[src/design/ihs_pkg.sv]
// ----------------------------------------------------------------------------
// ihs_pkg
// Shared types and constants of the image header sniffer.
// ----------------------------------------------------------------------------
package ihs_pkg;

  localparam logic [1:0] FMT_UNKNOWN = 2'd0;
  localparam logic [1:0] FMT_JPEG    = 2'd1;
  localparam logic [1:0] FMT_PNG     = 2'd2;

  localparam logic [0:0] CFG_MAX_SIDE = 1'd0;
  localparam logic [0:0] CFG_MIN_SIDE = 1'd1;

  localparam logic [15:0] MAX_SIDE_RST = 16'd2048;
  localparam logic [10:0] MIN_SIDE_RST = 11'd32;
  localparam logic [15:0] FALLBACK_SIDE = 16'd256;
  localparam logic [15:0] ROUND_LIMIT  = 16'd65520;

  localparam int unsigned OUT_TDATA_W = 112;

  // Raw header values captured on the last byte of a file
  typedef struct packed {
    logic [1:0]  fmt;
    logic [31:0] width;
    logic [31:0] height;
    logic        progressive;
    logic [7:0]  orientation;
  } ihs_info_t;

endpackage

[src/design/image_header_sniffer_top.sv]
// ----------------------------------------------------------------------------
// image_header_sniffer_top
// JPEG / PNG header sniffer with display size scaling.
// ----------------------------------------------------------------------------
// Usage: stream one file byte per item on the slave channel (tdata = byte,
// tlast on the final byte). One result item per file leaves on the master
// channel after the last byte. The parser takes one item per cycle whenever
// s_axis_tready_o is high; the size pipeline (halve stage, double/round
// stage, output register) registers each result before m_axis_tvalid_o.
// Throughput is one item per cycle while s_axis_tready_o is high, set by the
// parser state update. Bytes of the next file may follow the last byte at
// once. When the receiver stalls, results wait in the pipeline registers;
// ready drops only when all three hold a result and the receiver is not ready.
// Reset clears the parser to the signature check and empties the pipeline;
// max_side and min_side return to 2048 and 32. Write them on the cfg port
// (index 0 max_side, 1 min_side) only while the block is idle.
// ----------------------------------------------------------------------------
module image_header_sniffer_top import ihs_pkg::*; (
  input  logic                   clk_i,
  input  logic                   rst_ni,
  input  logic                   s_axis_tvalid_i,
  output logic                   s_axis_tready_o,
  input  logic [7:0]             s_axis_tdata_i,  // [7:0] byte_value
  input  logic                   s_axis_tlast_i,  // last_byte
  output logic                   m_axis_tvalid_o,
  input  logic                   m_axis_tready_i,
  // [1:0] format, [33:2] frame_width, [65:34] frame_height, [66] is_progressive,
  // [74:67] orientation, [90:75] display_width, [106:91] display_height, rest 0
  output logic [OUT_TDATA_W-1:0] m_axis_tdata_o,
  input  logic                   cfg_we_i,
  input  logic [0:0]             cfg_idx_i,
  input  logic [15:0]            cfg_data_i
);

  logic [15:0] max_side_q;
  logic [10:0] min_side_q;
  logic        accept;
  logic        info_valid;
  ihs_info_t   info, out_info;
  logic [15:0] disp_w, disp_h;

  always_ff @(posedge clk_i or negedge rst_ni) begin
    if (!rst_ni) begin
      max_side_q <= MAX_SIDE_RST;
      min_side_q <= MIN_SIDE_RST;
    end else if (cfg_we_i) begin
      unique case (cfg_idx_i)
        CFG_MAX_SIDE: max_side_q <= cfg_data_i;
        CFG_MIN_SIDE: min_side_q <= cfg_data_i[10:0];
        default: ;
      endcase
    end
  end

  assign accept = s_axis_tvalid_i && s_axis_tready_o;

  ihs_parser u_parser (
    .clk_i       (clk_i),
    .rst_ni      (rst_ni),
    .accept_i    (accept),
    .byte_i      (s_axis_tdata_i),
    .last_i      (s_axis_tlast_i),
    .info_valid_o(info_valid),
    .info_o      (info)
  );

  ihs_scaler u_scaler (
    .clk_i       (clk_i),
    .rst_ni      (rst_ni),
    .max_side_i  (max_side_q),
    .min_side_i  (min_side_q),
    .info_valid_i(info_valid),
    .info_i      (info),
    .ready_o     (s_axis_tready_o),
    .out_valid_o (m_axis_tvalid_o),
    .out_ready_i (m_axis_tready_i),
    .out_info_o  (out_info),
    .disp_w_o    (disp_w),
    .disp_h_o    (disp_h)
  );

  assign m_axis_tdata_o = {5'd0, disp_h, disp_w, out_info.orientation,
                           out_info.progressive, out_info.height, out_info.width,
                           out_info.fmt};

endmodule

[src/design/ihs_parser.sv]
// ----------------------------------------------------------------------------
// ihs_parser
// Byte-wise header walker: signature check, JPEG markers, EXIF IFD0, PNG IHDR.
// ----------------------------------------------------------------------------
module ihs_parser import ihs_pkg::*; (
  input  logic      clk_i,
  input  logic      rst_ni,
  input  logic      accept_i,
  input  logic [7:0] byte_i,
  input  logic      last_i,
  output logic      info_valid_o,
  output ihs_info_t info_o
);

  typedef enum logic [3:0] {
    PH_SIG, PH_MARK, PH_LEN, PH_SOF, PH_SKIPSEG, PH_XMAGIC, PH_XHDR, PH_XOFF,
    PH_SKIPIFD, PH_XCOUNT, PH_XTAG, PH_XORIENT, PH_PSKIP, PH_PCHUNK, PH_PW, PH_PH
  } phase_e;

  phase_e      phase_q, phase_d;
  logic [31:0] shift_q, shift_d;
  logic [16:0] skip_q, skip_d;
  logic [15:0] len_q, len_d;
  logic [16:0] cons_q, cons_d;
  logic [7:0]  marker_q, marker_d;
  logic        be_q, be_d;
  logic [15:0] tags_q, tags_d;
  logic [31:0] width_q, width_d;
  logic [31:0] height_q, height_d;
  logic        prog_q, prog_d;
  logic [7:0]  orient_q, orient_d;
  logic [1:0]  fmt_q, fmt_d;
  logic        done_q, done_d;
  logic [3:0]  fpos_q, fpos_d;

  logic [3:0]  n;
  logic [15:0] v16;
  logic        fin_req;
  logic        is_sof;
  logic        has_len;

  always_comb begin
    phase_d  = phase_q;
    shift_d  = {shift_q[23:0], byte_i};
    skip_d   = skip_q;
    len_d    = len_q;
    cons_d   = cons_q;
    marker_d = marker_q;
    be_d     = be_q;
    tags_d   = tags_q;
    width_d  = width_q;
    height_d = height_q;
    prog_d   = prog_q;
    orient_d = orient_q;
    fmt_d    = fmt_q;
    done_d   = done_q;
    fpos_d   = fpos_q;
    fin_req  = 1'b0;
    v16      = 16'd0;
    n        = (fpos_q == 4'd15) ? 4'd15 : fpos_q + 4'd1;
    is_sof   = (marker_q[7:4] == 4'hC) && (marker_q != 8'hC4) &&
               (marker_q != 8'hC8) && (marker_q != 8'hCC);
    has_len  = ((byte_i[7:4] == 4'hC) && (byte_i != 8'hCC)) ||
               (byte_i >= 8'hDA && byte_i <= 8'hDF) || (byte_i[7:4] == 4'hE);

    if (!done_q) begin
      fpos_d = n;
      if (phase_q >= PH_SOF && phase_q <= PH_XORIENT && phase_q != PH_SKIPSEG &&
          cons_q != 17'h1FFFF) begin
        cons_d = cons_q + 17'd1;
      end
      unique case (phase_q)
        PH_SIG: begin
          if (n == 4'd2 && shift_d[15:0] == 16'hFFD8) begin
            fmt_d = FMT_JPEG; phase_d = PH_MARK; fpos_d = '0;
          end else if (n >= 4'd4) begin
            if (shift_d == 32'h89504E47) begin
              fmt_d = FMT_PNG; phase_d = PH_PSKIP; fpos_d = '0;
            end else begin
              done_d = 1'b1;
            end
          end
        end
        PH_MARK: begin
          if (n >= 4'd2) begin
            marker_d = byte_i;
            if (byte_i == 8'hD8 || byte_i == 8'hD9 || byte_i == 8'h01) begin
              phase_d = PH_MARK; fpos_d = '0;
            end else if (has_len) begin
              phase_d = PH_LEN; fpos_d = '0;
            end else begin
              done_d = 1'b1;
            end
          end
        end
        PH_LEN: begin
          if (n >= 4'd2) begin
            len_d  = shift_d[15:0];
            cons_d = 17'd2;
            if (is_sof) begin
              if (marker_q == 8'hC2 || marker_q == 8'hC6 ||
                  marker_q == 8'hCA || marker_q == 8'hCE) begin
                prog_d = 1'b1;
              end
              phase_d = PH_SOF; fpos_d = '0;
            end else if (marker_q == 8'hE1) begin
              phase_d = PH_XMAGIC; fpos_d = '0;
            end else begin
              fin_req = 1'b1;
            end
          end
        end
        PH_SOF: begin
          if (n == 4'd3) height_d = {16'd0, shift_d[15:0]};
          if (n >= 4'd5) begin
            width_d = {16'd0, shift_d[15:0]};
            fin_req = 1'b1;
          end
        end
        PH_SKIPSEG, PH_SKIPIFD: begin
          if (skip_q != '0) skip_d = skip_q - 17'd1;
          if (skip_d == '0) begin
            phase_d = (phase_q == PH_SKIPSEG) ? PH_MARK : PH_XCOUNT;
            fpos_d  = '0;
          end
        end
        PH_XMAGIC: begin
          if (n >= 4'd4) begin
            if (shift_d == 32'h45786966) begin
              phase_d = PH_XHDR; fpos_d = '0;
            end else begin
              fin_req = 1'b1;
            end
          end
        end
        PH_XHDR: begin
          if (n >= 4'd6) begin
            if (shift_d[31:16] == 16'h4D4D) begin
              be_d = 1'b1; phase_d = PH_XOFF; fpos_d = '0;
            end else if (shift_d[31:16] == 16'h4949) begin
              be_d = 1'b0; phase_d = PH_XOFF; fpos_d = '0;
            end else begin
              fin_req = 1'b1;
            end
          end
        end
        PH_XOFF: begin
          if (n >= 4'd4) begin
            v16 = be_q ? shift_d[15:0] : {shift_d[23:16], shift_d[31:24]};
            if (v16 < 16'd8) begin
              done_d = 1'b1;
            end else if (v16 == 16'd8) begin
              phase_d = PH_XCOUNT; fpos_d = '0;
            end else begin
              skip_d = {1'b0, v16} - 17'd8; phase_d = PH_SKIPIFD; fpos_d = '0;
            end
          end
        end
        PH_XCOUNT: begin
          if (n >= 4'd2) begin
            v16    = be_q ? shift_d[15:0] : {shift_d[7:0], shift_d[15:8]};
            tags_d = v16;
            if (v16 == '0) begin
              fin_req = 1'b1;
            end else begin
              phase_d = PH_XTAG; fpos_d = '0;
            end
          end
        end
        PH_XTAG: begin
          if (n == 4'd2) begin
            v16 = be_q ? shift_d[15:0] : {shift_d[7:0], shift_d[15:8]};
            if (v16 == 16'h0112) phase_d = PH_XORIENT;
          end else if (n >= 4'd12) begin
            tags_d = tags_q - 16'd1;
            if (tags_d == '0) begin
              fin_req = 1'b1;
            end else begin
              phase_d = PH_XTAG; fpos_d = '0;
            end
          end
        end
        PH_XORIENT: begin
          if (n == (be_q ? 4'd10 : 4'd9)) orient_d = byte_i;
          if (n >= 4'd12) fin_req = 1'b1;
        end
        PH_PSKIP: begin
          if (n >= 4'd8) begin
            phase_d = PH_PCHUNK; fpos_d = '0;
          end
        end
        PH_PCHUNK: begin
          if (n >= 4'd4) begin
            if (shift_d == 32'h49484452) begin
              phase_d = PH_PW; fpos_d = '0;
            end else begin
              done_d = 1'b1;
            end
          end
        end
        PH_PW: begin
          if (n >= 4'd4) begin
            width_d = shift_d; phase_d = PH_PH; fpos_d = '0;
          end
        end
        PH_PH: begin
          if (n >= 4'd4) begin
            height_d = shift_d; done_d = 1'b1;
          end
        end
        default: done_d = 1'b1;
      endcase

      // finish the segment: skip what its length leaves unread; stop if it was overrun
      if (fin_req) begin
        if (cons_d > {1'b0, len_d}) begin
          done_d = 1'b1;
        end else if (cons_d == {1'b0, len_d}) begin
          phase_d = PH_MARK; fpos_d = '0;
        end else begin
          skip_d  = {1'b0, len_d} - cons_d;
          phase_d = PH_SKIPSEG; fpos_d = '0;
        end
      end
    end
  end

  assign info_valid_o       = accept_i && last_i;
  assign info_o.fmt         = fmt_d;
  assign info_o.width       = width_d;
  assign info_o.height      = height_d;
  assign info_o.progressive = prog_d;
  assign info_o.orientation = orient_d;

  always_ff @(posedge clk_i or negedge rst_ni) begin
    if (!rst_ni) begin
      phase_q <= PH_SIG; shift_q <= '0; skip_q <= '0; len_q <= '0; cons_q <= '0;
      marker_q <= '0; be_q <= 1'b0; tags_q <= '0; width_q <= '0; height_q <= '0;
      prog_q <= 1'b0; orient_q <= '0; fmt_q <= FMT_UNKNOWN; done_q <= 1'b0;
      fpos_q <= '0;
    end else if (accept_i) begin
      if (last_i) begin
        // new file starts with the next item
        phase_q <= PH_SIG; shift_q <= '0; skip_q <= '0; len_q <= '0; cons_q <= '0;
        marker_q <= '0; be_q <= 1'b0; tags_q <= '0; width_q <= '0; height_q <= '0;
        prog_q <= 1'b0; orient_q <= '0; fmt_q <= FMT_UNKNOWN; done_q <= 1'b0;
        fpos_q <= '0;
      end else begin
        phase_q <= phase_d; shift_q <= shift_d; skip_q <= skip_d; len_q <= len_d;
        cons_q <= cons_d; marker_q <= marker_d; be_q <= be_d; tags_q <= tags_d;
        width_q <= width_d; height_q <= height_d; prog_q <= prog_d;
        orient_q <= orient_d; fmt_q <= fmt_d; done_q <= done_d; fpos_q <= fpos_d;
      end
    end
  end

  a_clear_after_last: assert property (@(posedge clk_i) disable iff (!rst_ni)
    accept_i && last_i |=> phase_q == PH_SIG && !done_q && fmt_q == FMT_UNKNOWN)
    else $error("parser state not cleared after last item");

  a_skip_phase_nonzero: assert property (@(posedge clk_i) disable iff (!rst_ni)
    (phase_q == PH_SKIPSEG || phase_q == PH_SKIPIFD) && !done_q |-> skip_q != '0)
    else $error("skip phase entered with zero count");

endmodule

[src/design/ihs_scaler.sv]
// ----------------------------------------------------------------------------
// ihs_scaler
// Display size pipeline: halve, double, fall back, round up, output register.
// ----------------------------------------------------------------------------
module ihs_scaler import ihs_pkg::*; (
  input  logic        clk_i,
  input  logic        rst_ni,
  input  logic [15:0] max_side_i,
  input  logic [10:0] min_side_i,
  input  logic        info_valid_i,
  input  ihs_info_t   info_i,
  output logic        ready_o,
  output logic        out_valid_o,
  input  logic        out_ready_i,
  output ihs_info_t   out_info_o,
  output logic [15:0] disp_w_o,
  output logic [15:0] disp_h_o
);

  logic        s1_v_q, s2_v_q, o_v_q;
  ihs_info_t   s1_q, s2_q, o_q;
  logic [15:0] s2_w_q, s2_h_q;
  logic        s2_zero_q;
  logic [15:0] dw_q, dh_q;
  logic        o_rdy, s2_rdy, s1_rdy;

  assign o_rdy  = !o_v_q || out_ready_i;
  assign s2_rdy = !s2_v_q || o_rdy;
  assign s1_rdy = !s1_v_q || s2_rdy;
  assign ready_o = s1_rdy;

  // halving: first shift that brings the larger side to max_side or below
  logic [31:0] m;
  logic [5:0]  ksel;
  logic [31:0] wh, hh;
  always_comb begin
    m    = (s1_q.width > s1_q.height) ? s1_q.width : s1_q.height;
    ksel = 6'd33;
    for (int k = 32; k >= 0; k--) begin
      if ((m >> k) <= {16'd0, max_side_i}) ksel = 6'(k);
    end
    wh = s1_q.width >> ksel;
    hh = s1_q.height >> ksel;
  end

  // doubling, fallback and rounding
  logic [15:0] mn;
  logic [3:0]  jsel;
  logic [27:0] w3, h3;
  logic        fall;
  logic [15:0] ws, hs;
  logic [16:0] wr, hr;
  always_comb begin
    mn   = (s2_w_q < s2_h_q) ? s2_w_q : s2_h_q;
    jsel = 4'd12;
    for (int j = 12; j >= 0; j--) begin
      if (({12'd0, mn} << j) > {17'd0, min_side_i}) jsel = 4'(j);
    end
    w3   = {12'd0, s2_w_q} << jsel;
    h3   = {12'd0, s2_h_q} << jsel;
    fall = s2_zero_q || w3 > {12'd0, max_side_i} || h3 > {12'd0, max_side_i};
    ws   = fall ? FALLBACK_SIDE : w3[15:0];
    hs   = fall ? FALLBACK_SIDE : h3[15:0];
    wr   = ({1'b0, ws} + 17'd15) & ~17'd15;
    hr   = ({1'b0, hs} + 17'd15) & ~17'd15;
  end

  always_ff @(posedge clk_i or negedge rst_ni) begin
    if (!rst_ni) begin
      s1_v_q <= 1'b0;
      s2_v_q <= 1'b0;
      o_v_q  <= 1'b0;
    end else begin
      if (s1_rdy) s1_v_q <= info_valid_i;
      if (s2_rdy) s2_v_q <= s1_v_q;
      if (o_rdy)  o_v_q  <= s2_v_q;
    end
  end

  always_ff @(posedge clk_i) begin
    if (s1_rdy && info_valid_i) s1_q <= info_i;
    if (s2_rdy && s1_v_q) begin
      s2_q      <= s1_q;
      s2_w_q    <= wh[15:0];
      s2_h_q    <= hh[15:0];
      s2_zero_q <= (wh == '0) || (hh == '0);
    end
    if (o_rdy && s2_v_q) begin
      o_q  <= s2_q;
      dw_q <= (wr > {1'b0, ROUND_LIMIT}) ? ROUND_LIMIT : wr[15:0];
      dh_q <= (hr > {1'b0, ROUND_LIMIT}) ? ROUND_LIMIT : hr[15:0];
    end
  end

  assign out_valid_o = o_v_q;
  assign out_info_o  = o_q;
  assign disp_w_o    = dw_q;
  assign disp_h_o    = dh_q;

  a_round16: assert property (@(posedge clk_i) disable iff (!rst_ni)
    o_v_q |-> dw_q[3:0] == 4'd0 && dh_q[3:0] == 4'd0 && dw_q != '0 && dh_q != '0)
    else $error("display size not a nonzero multiple of 16");

  a_halved_fits: assert property (@(posedge clk_i) disable iff (!rst_ni)
    s2_v_q && !s2_zero_q |-> s2_w_q <= max_side_i && s2_h_q <= max_side_i)
    else $error("halved side above max_side");

  a_stage_advance: assert property (@(posedge clk_i) disable iff (!rst_ni)
    s2_v_q && o_rdy |=> o_v_q)
    else $error("result lost between stages");

endmodule
[config.mk]
export PLATFORM = sky130hd
export DESIGN_NAME = image_header_sniffer_top
export DESIGN_NICKNAME = d
export VERILOG_FILES = /design/src/design/ihs_pkg.sv /design/src/design/image_header_sniffer_top.sv /design/src/design/ihs_parser.sv /design/src/design/ihs_scaler.sv
export SDC_FILE = /design/constraint.sdc
export NUM_CORES = 2
export LEC_CHECK = 0
export ABC_AREA = 0
export BUFFER_PORTS_ARGS = -buffer_cell sky130_fd_sc_hd__buf_2
export CAP_MARGIN = 5
export CORE_MARGIN = 10
export CORE_UTILIZATION = 30
export DETAILED_ROUTE_END_ITERATION = 6
export PLACE_DENSITY = 0.45
export SYNTH_ARGS = -nofsm -noshare
export SYNTH_HDL_FRONTEND = slang
export SYNTH_HIERARCHICAL = 1
export SYNTH_SLANG_ARGS = --single-unit
[constraint.sdc]
create_clock -name clk_i -period 14.2 [get_ports clk_i]
set_input_delay 2.13 -clock clk_i [delete_from_list [all_inputs] [get_ports clk_i]]
set_output_delay 2.13 -clock clk_i [all_outputs]
set_load 0.05 [all_outputs]
==> results.json <==
{
  "status": "finished, final reports clean",
  "tritoncts": "built",
  "synth_seq_cells": 495,
  "cts_resized": 0,
  "async_flop_share_pct": 43.03,
  "routed_via_density": 5.806,
  "rows": 142,
  "crit_family": "compound AO/OA/AOI/OAI gates",
  "synth-simple-area-share_pct": 18.80,
  "worstHoldPathType": "reg -> reg",
  "cp.buffers_inverters": 3,
  "grt_max_degree": 89,
  "antenna_found_initial": 4,
  "p_per_area_mw_per_mm2": 127.5,
  "synthXorXnorAreaFrac_pct": 0.9669,
  "path_class": "reg -> reg",
  "hold_ws_ps": 404.1,
  "hold_violations": 0,
  "required_ps": 14680,
  "synth_cell_types": 133,
  "synth-compound-area-share_pct": 23.54,
  "synthCells": 5133,
  "cts.path.max_buffers": 3,
  "die_y_um": 408.6,
  "wl_per_cell_um": 25.47,
  "final_nets": 5767,
  "timing.final.crit_share_pct": 86.57,
  "grt_use_total_pct": 21.14,
  "endpoint_kind": "flop",
  "start_util_pct": 30.20,
  "cts_sinks": 495,
  "cts-buffers-inserted": 68,
  "synth.top_cells.by_count": "561 x ha_1, 512 x nand2_1, 361 x o21ai_0, 316 x a21oi_1, 297 x nor2_1",
  "ys_seq_area_share_pct": 30.47,
  "worstPathMaxFanout": 34,
  "synth_top_family_by_area": "compound AO/OA/AOI/OAI gates",
  "yosysTopAreaCell": "edfxtp_1",
  "leakage_nw": 21.17,
  "drc_errors": 0,
  "cp_slowest_stage_delay_ps": 800,
  "ys.warnings.count": 6,
  "fmax_mhz": 81.35,
  "drive_gt1_share_pct": 10.84,
  "maxCapViolations": 0,
  "postCtsSetupRepairBufs": 0,
  "critPathSlowestCell": "a21oi_2",
  "peakVddDrop_mv": 0.1007,
  "multiInputGateArea_mm2": 0.02929,
  "power_mw": 6.440,
  "min_period_ps": 12290,
  "crit_arrival_ps": 12770,
  "fin_skew_ps": 44.86,
  "synthMuxAreaShare_pct": 5.442,
  "syn_area_per_cell_um2": 8.824,
  "place_ws_ps": 2161,
  "core-area_mm2": 0.1500,
  "tns_ps": 0,
  "worst_pin_slew_ps": 1195,
  "synthToLayoutAreaGrowth_pct": 11.48,
  "clk_pin_slew_ps": 70,
  "critPathMostFrequentCell": "a21o_1",
  "rsz0062_at_grt": "no",
  "synthDominantCellAreaShare_pct": 18.70,
  "cts_hold_buf": 0,
  "max-slew-margin-rel_pct": 19.35,
  "yosys_most_used_dff": "edfxtp_1",
  "cts-root-buf": "clkbuf_16",
  "regArea_mm2": 0.01380,
  "drt_iter0_markers": 3781,
  "synth_edf_count": 282,
  "gp_congestion": 0.9372,
  "grt_pass1_vias": 41146,
  "wl_mm": 184.6,
  "synthAdderAreaFrac_pct": 15.54,
  "fillers": 15637,
  "dieArea_mm2": 0.1669,
  "setup_ws_ps": 1907,
  "die_w_um": 408.6,
  "io_buffers": 131,
  "ant_nets": 0,
  "ios": 145,
  "cp-start-kind": "flop",
  "yosysMostFrequentCell": "ha_1",
  "vias": 42067,
  "synth_area_mm2": 0.04529,
  "cts-htree-levels": 3,
  "grt-ovfl-total": 0,
  "clkLatencyLatePin_ps": 690,
  "hpwl_mm": 131.0,
  "grt_pass1_wl_mm": 274.2,
  "ys_top_cells_by_area": "edfxtp_1 19%, ha_1 15%, dfrtp_1 12%, nand2_1 4.2%, o21ai_0 4.0%",
  "setup_violations": 0,
  "slew_viol_final": 0,
  "firstDrtPassIters": 6
}
[cell families (layout without fill, tap and decap cells)]
logic type / Yosys count / count (layout)
mux: 225 / 225
fa+ha+maj: 562 / 562
flops: 495 / 495
buf+inv: 565 / 650
compound gates: 1569 / 1569
simple gates: 1665 / 1665
xor+xnor: 50 / 50
other cells: 2 / 14
[cell type report]
| cell class | count | area share, % |
|---|---|---|
| Timing Repair Buffer | 238 | 2.909 |
| Tap cell | 2016 | 4.996 |
| Inverter | 287 | 2.134 |
| Sequential cell | 495 | 27.34 |
| Clock buffer | 91 | 3.600 |
| Antenna cell | 1 | 0.004956 |
| Multi-Input combinational cell | 4084 | 58.01 |
| Clock inverter | 34 | 1.013 |
[registers in the layout, indices dropped and copies added, names as in the netlist, 2 cells and up]
| name | cells |
|---|---|
| u_scaler/s2_q | 75 |
| u_scaler/s2_w_q | 16 |
| u_parser/skip_q | 17 |
| u_parser/orient_q | 8 |
| u_parser/shift_q | 24 |
| u_scaler/s1_q | 75 |
| u_parser/tags_q | 16 |
| u_parser/phase_q | 4 |
| u_scaler/out_info_o | 75 |
| max_side_q | 16 |
| u_parser/width_q | 32 |
| u_parser/len_q | 16 |
| u_parser/fpos_q | 4 |
| u_parser/cons_q | 17 |
| u_scaler/disp_w_o | 12 |
| u_scaler/s2_h_q | 16 |
| u_parser/height_q | 32 |
| min_side_q | 11 |
| u_scaler/disp_h_o | 12 |
| u_parser/fmt_q | 2 |
| u_parser/marker_q | 8 |
[path summary, 6_finish.rpt]
path | from | to | slack, ps | depth (start not counted)
max in group asynchronous | rst_ni | u_parser/height_q[18] | 10800 | 3
min in group asynchronous | rst_ni | min_side_q[1] | 1420 | 1
min reg2reg | u_scaler/s2_q[26] | u_scaler/out_info_o[26] | 400 | 0
min | u_scaler/s2_q[26] | u_scaler/out_info_o[26] | 400 | 0
max | u_scaler/s2_h_q[9] | u_scaler/disp_h_o[11] | 1910 | 45
max reg2reg | u_scaler/s2_h_q[9] | u_scaler/disp_h_o[11] | 1910 | 45
[through the flow]
step | utilization [%] | cell area (um^2) | cells
6_report | 33.67 | 50490 | 7246
2_1_floorplan | - | 45330 | 5144
3_5_place_dp | 32.12 | 48160 | 7120
4_1_cts | 33.67 | 50490 | 7245
5_1_grt | 33.67 | 50490 | 7245
3_3_place_gp | 32.12 | 48160 | 7120
[metal layers]
layer	vias up	track usage (%)	share of wire (%)
met5	-	0	0
met2	1597	34.59	46
li1	19618	-	-
met1	20481	28.21	44
met3	371	2.882	5.7
met4	0	7.872	3.9
[where the power goes]
group / switching [mW] / internal [mW]
registers: 0.148 / 1.65
logic: 1.87 / 0.972
clock network: 0.732 / 1.07
total: 2.75 / 3.69
[placed cells by master (no fill, tap or decap), types with 32 or more instances in the layout]
cell type / Yosys / final
nor4_1: 46 / 45
o221ai_1: 36 / 36
nand3_1: 135 / 135
inv_1: 285 / 285
clkbuf_16: 0 / 68
ha_1: 561 / 561
a21o_1: 143 / 143
o21ai_0: 361 / 360
nor2b_1: 48 / 48
buf_2: 61 / 130
nor2_1: 297 / 293
nand2_1: 512 / 511
xnor2_1: 32 / 32
mux2_2: 71 / 71
o22ai_1: 47 / 46
nand3b_1: 35 / 35
o211ai_1: 84 / 84
nor3_1: 128 / 128
nand2b_1: 96 / 94
dfrtp_1: 211 / 209
mux2i_1: 135 / 135
and2_1: 45 / 41
a22o_1: 41 / 41
and3_1: 41 / 41
a211oi_1: 60 / 60
a21oi_1: 316 / 313
buf_4: 26 / 107
edfxtp_1: 282 / 282
o21a_1: 50 / 49
o31ai_1: 35 / 34
nand4_1: 113 / 113
a31oi_1: 39 / 39
Power figures use the tool's default switching activity.
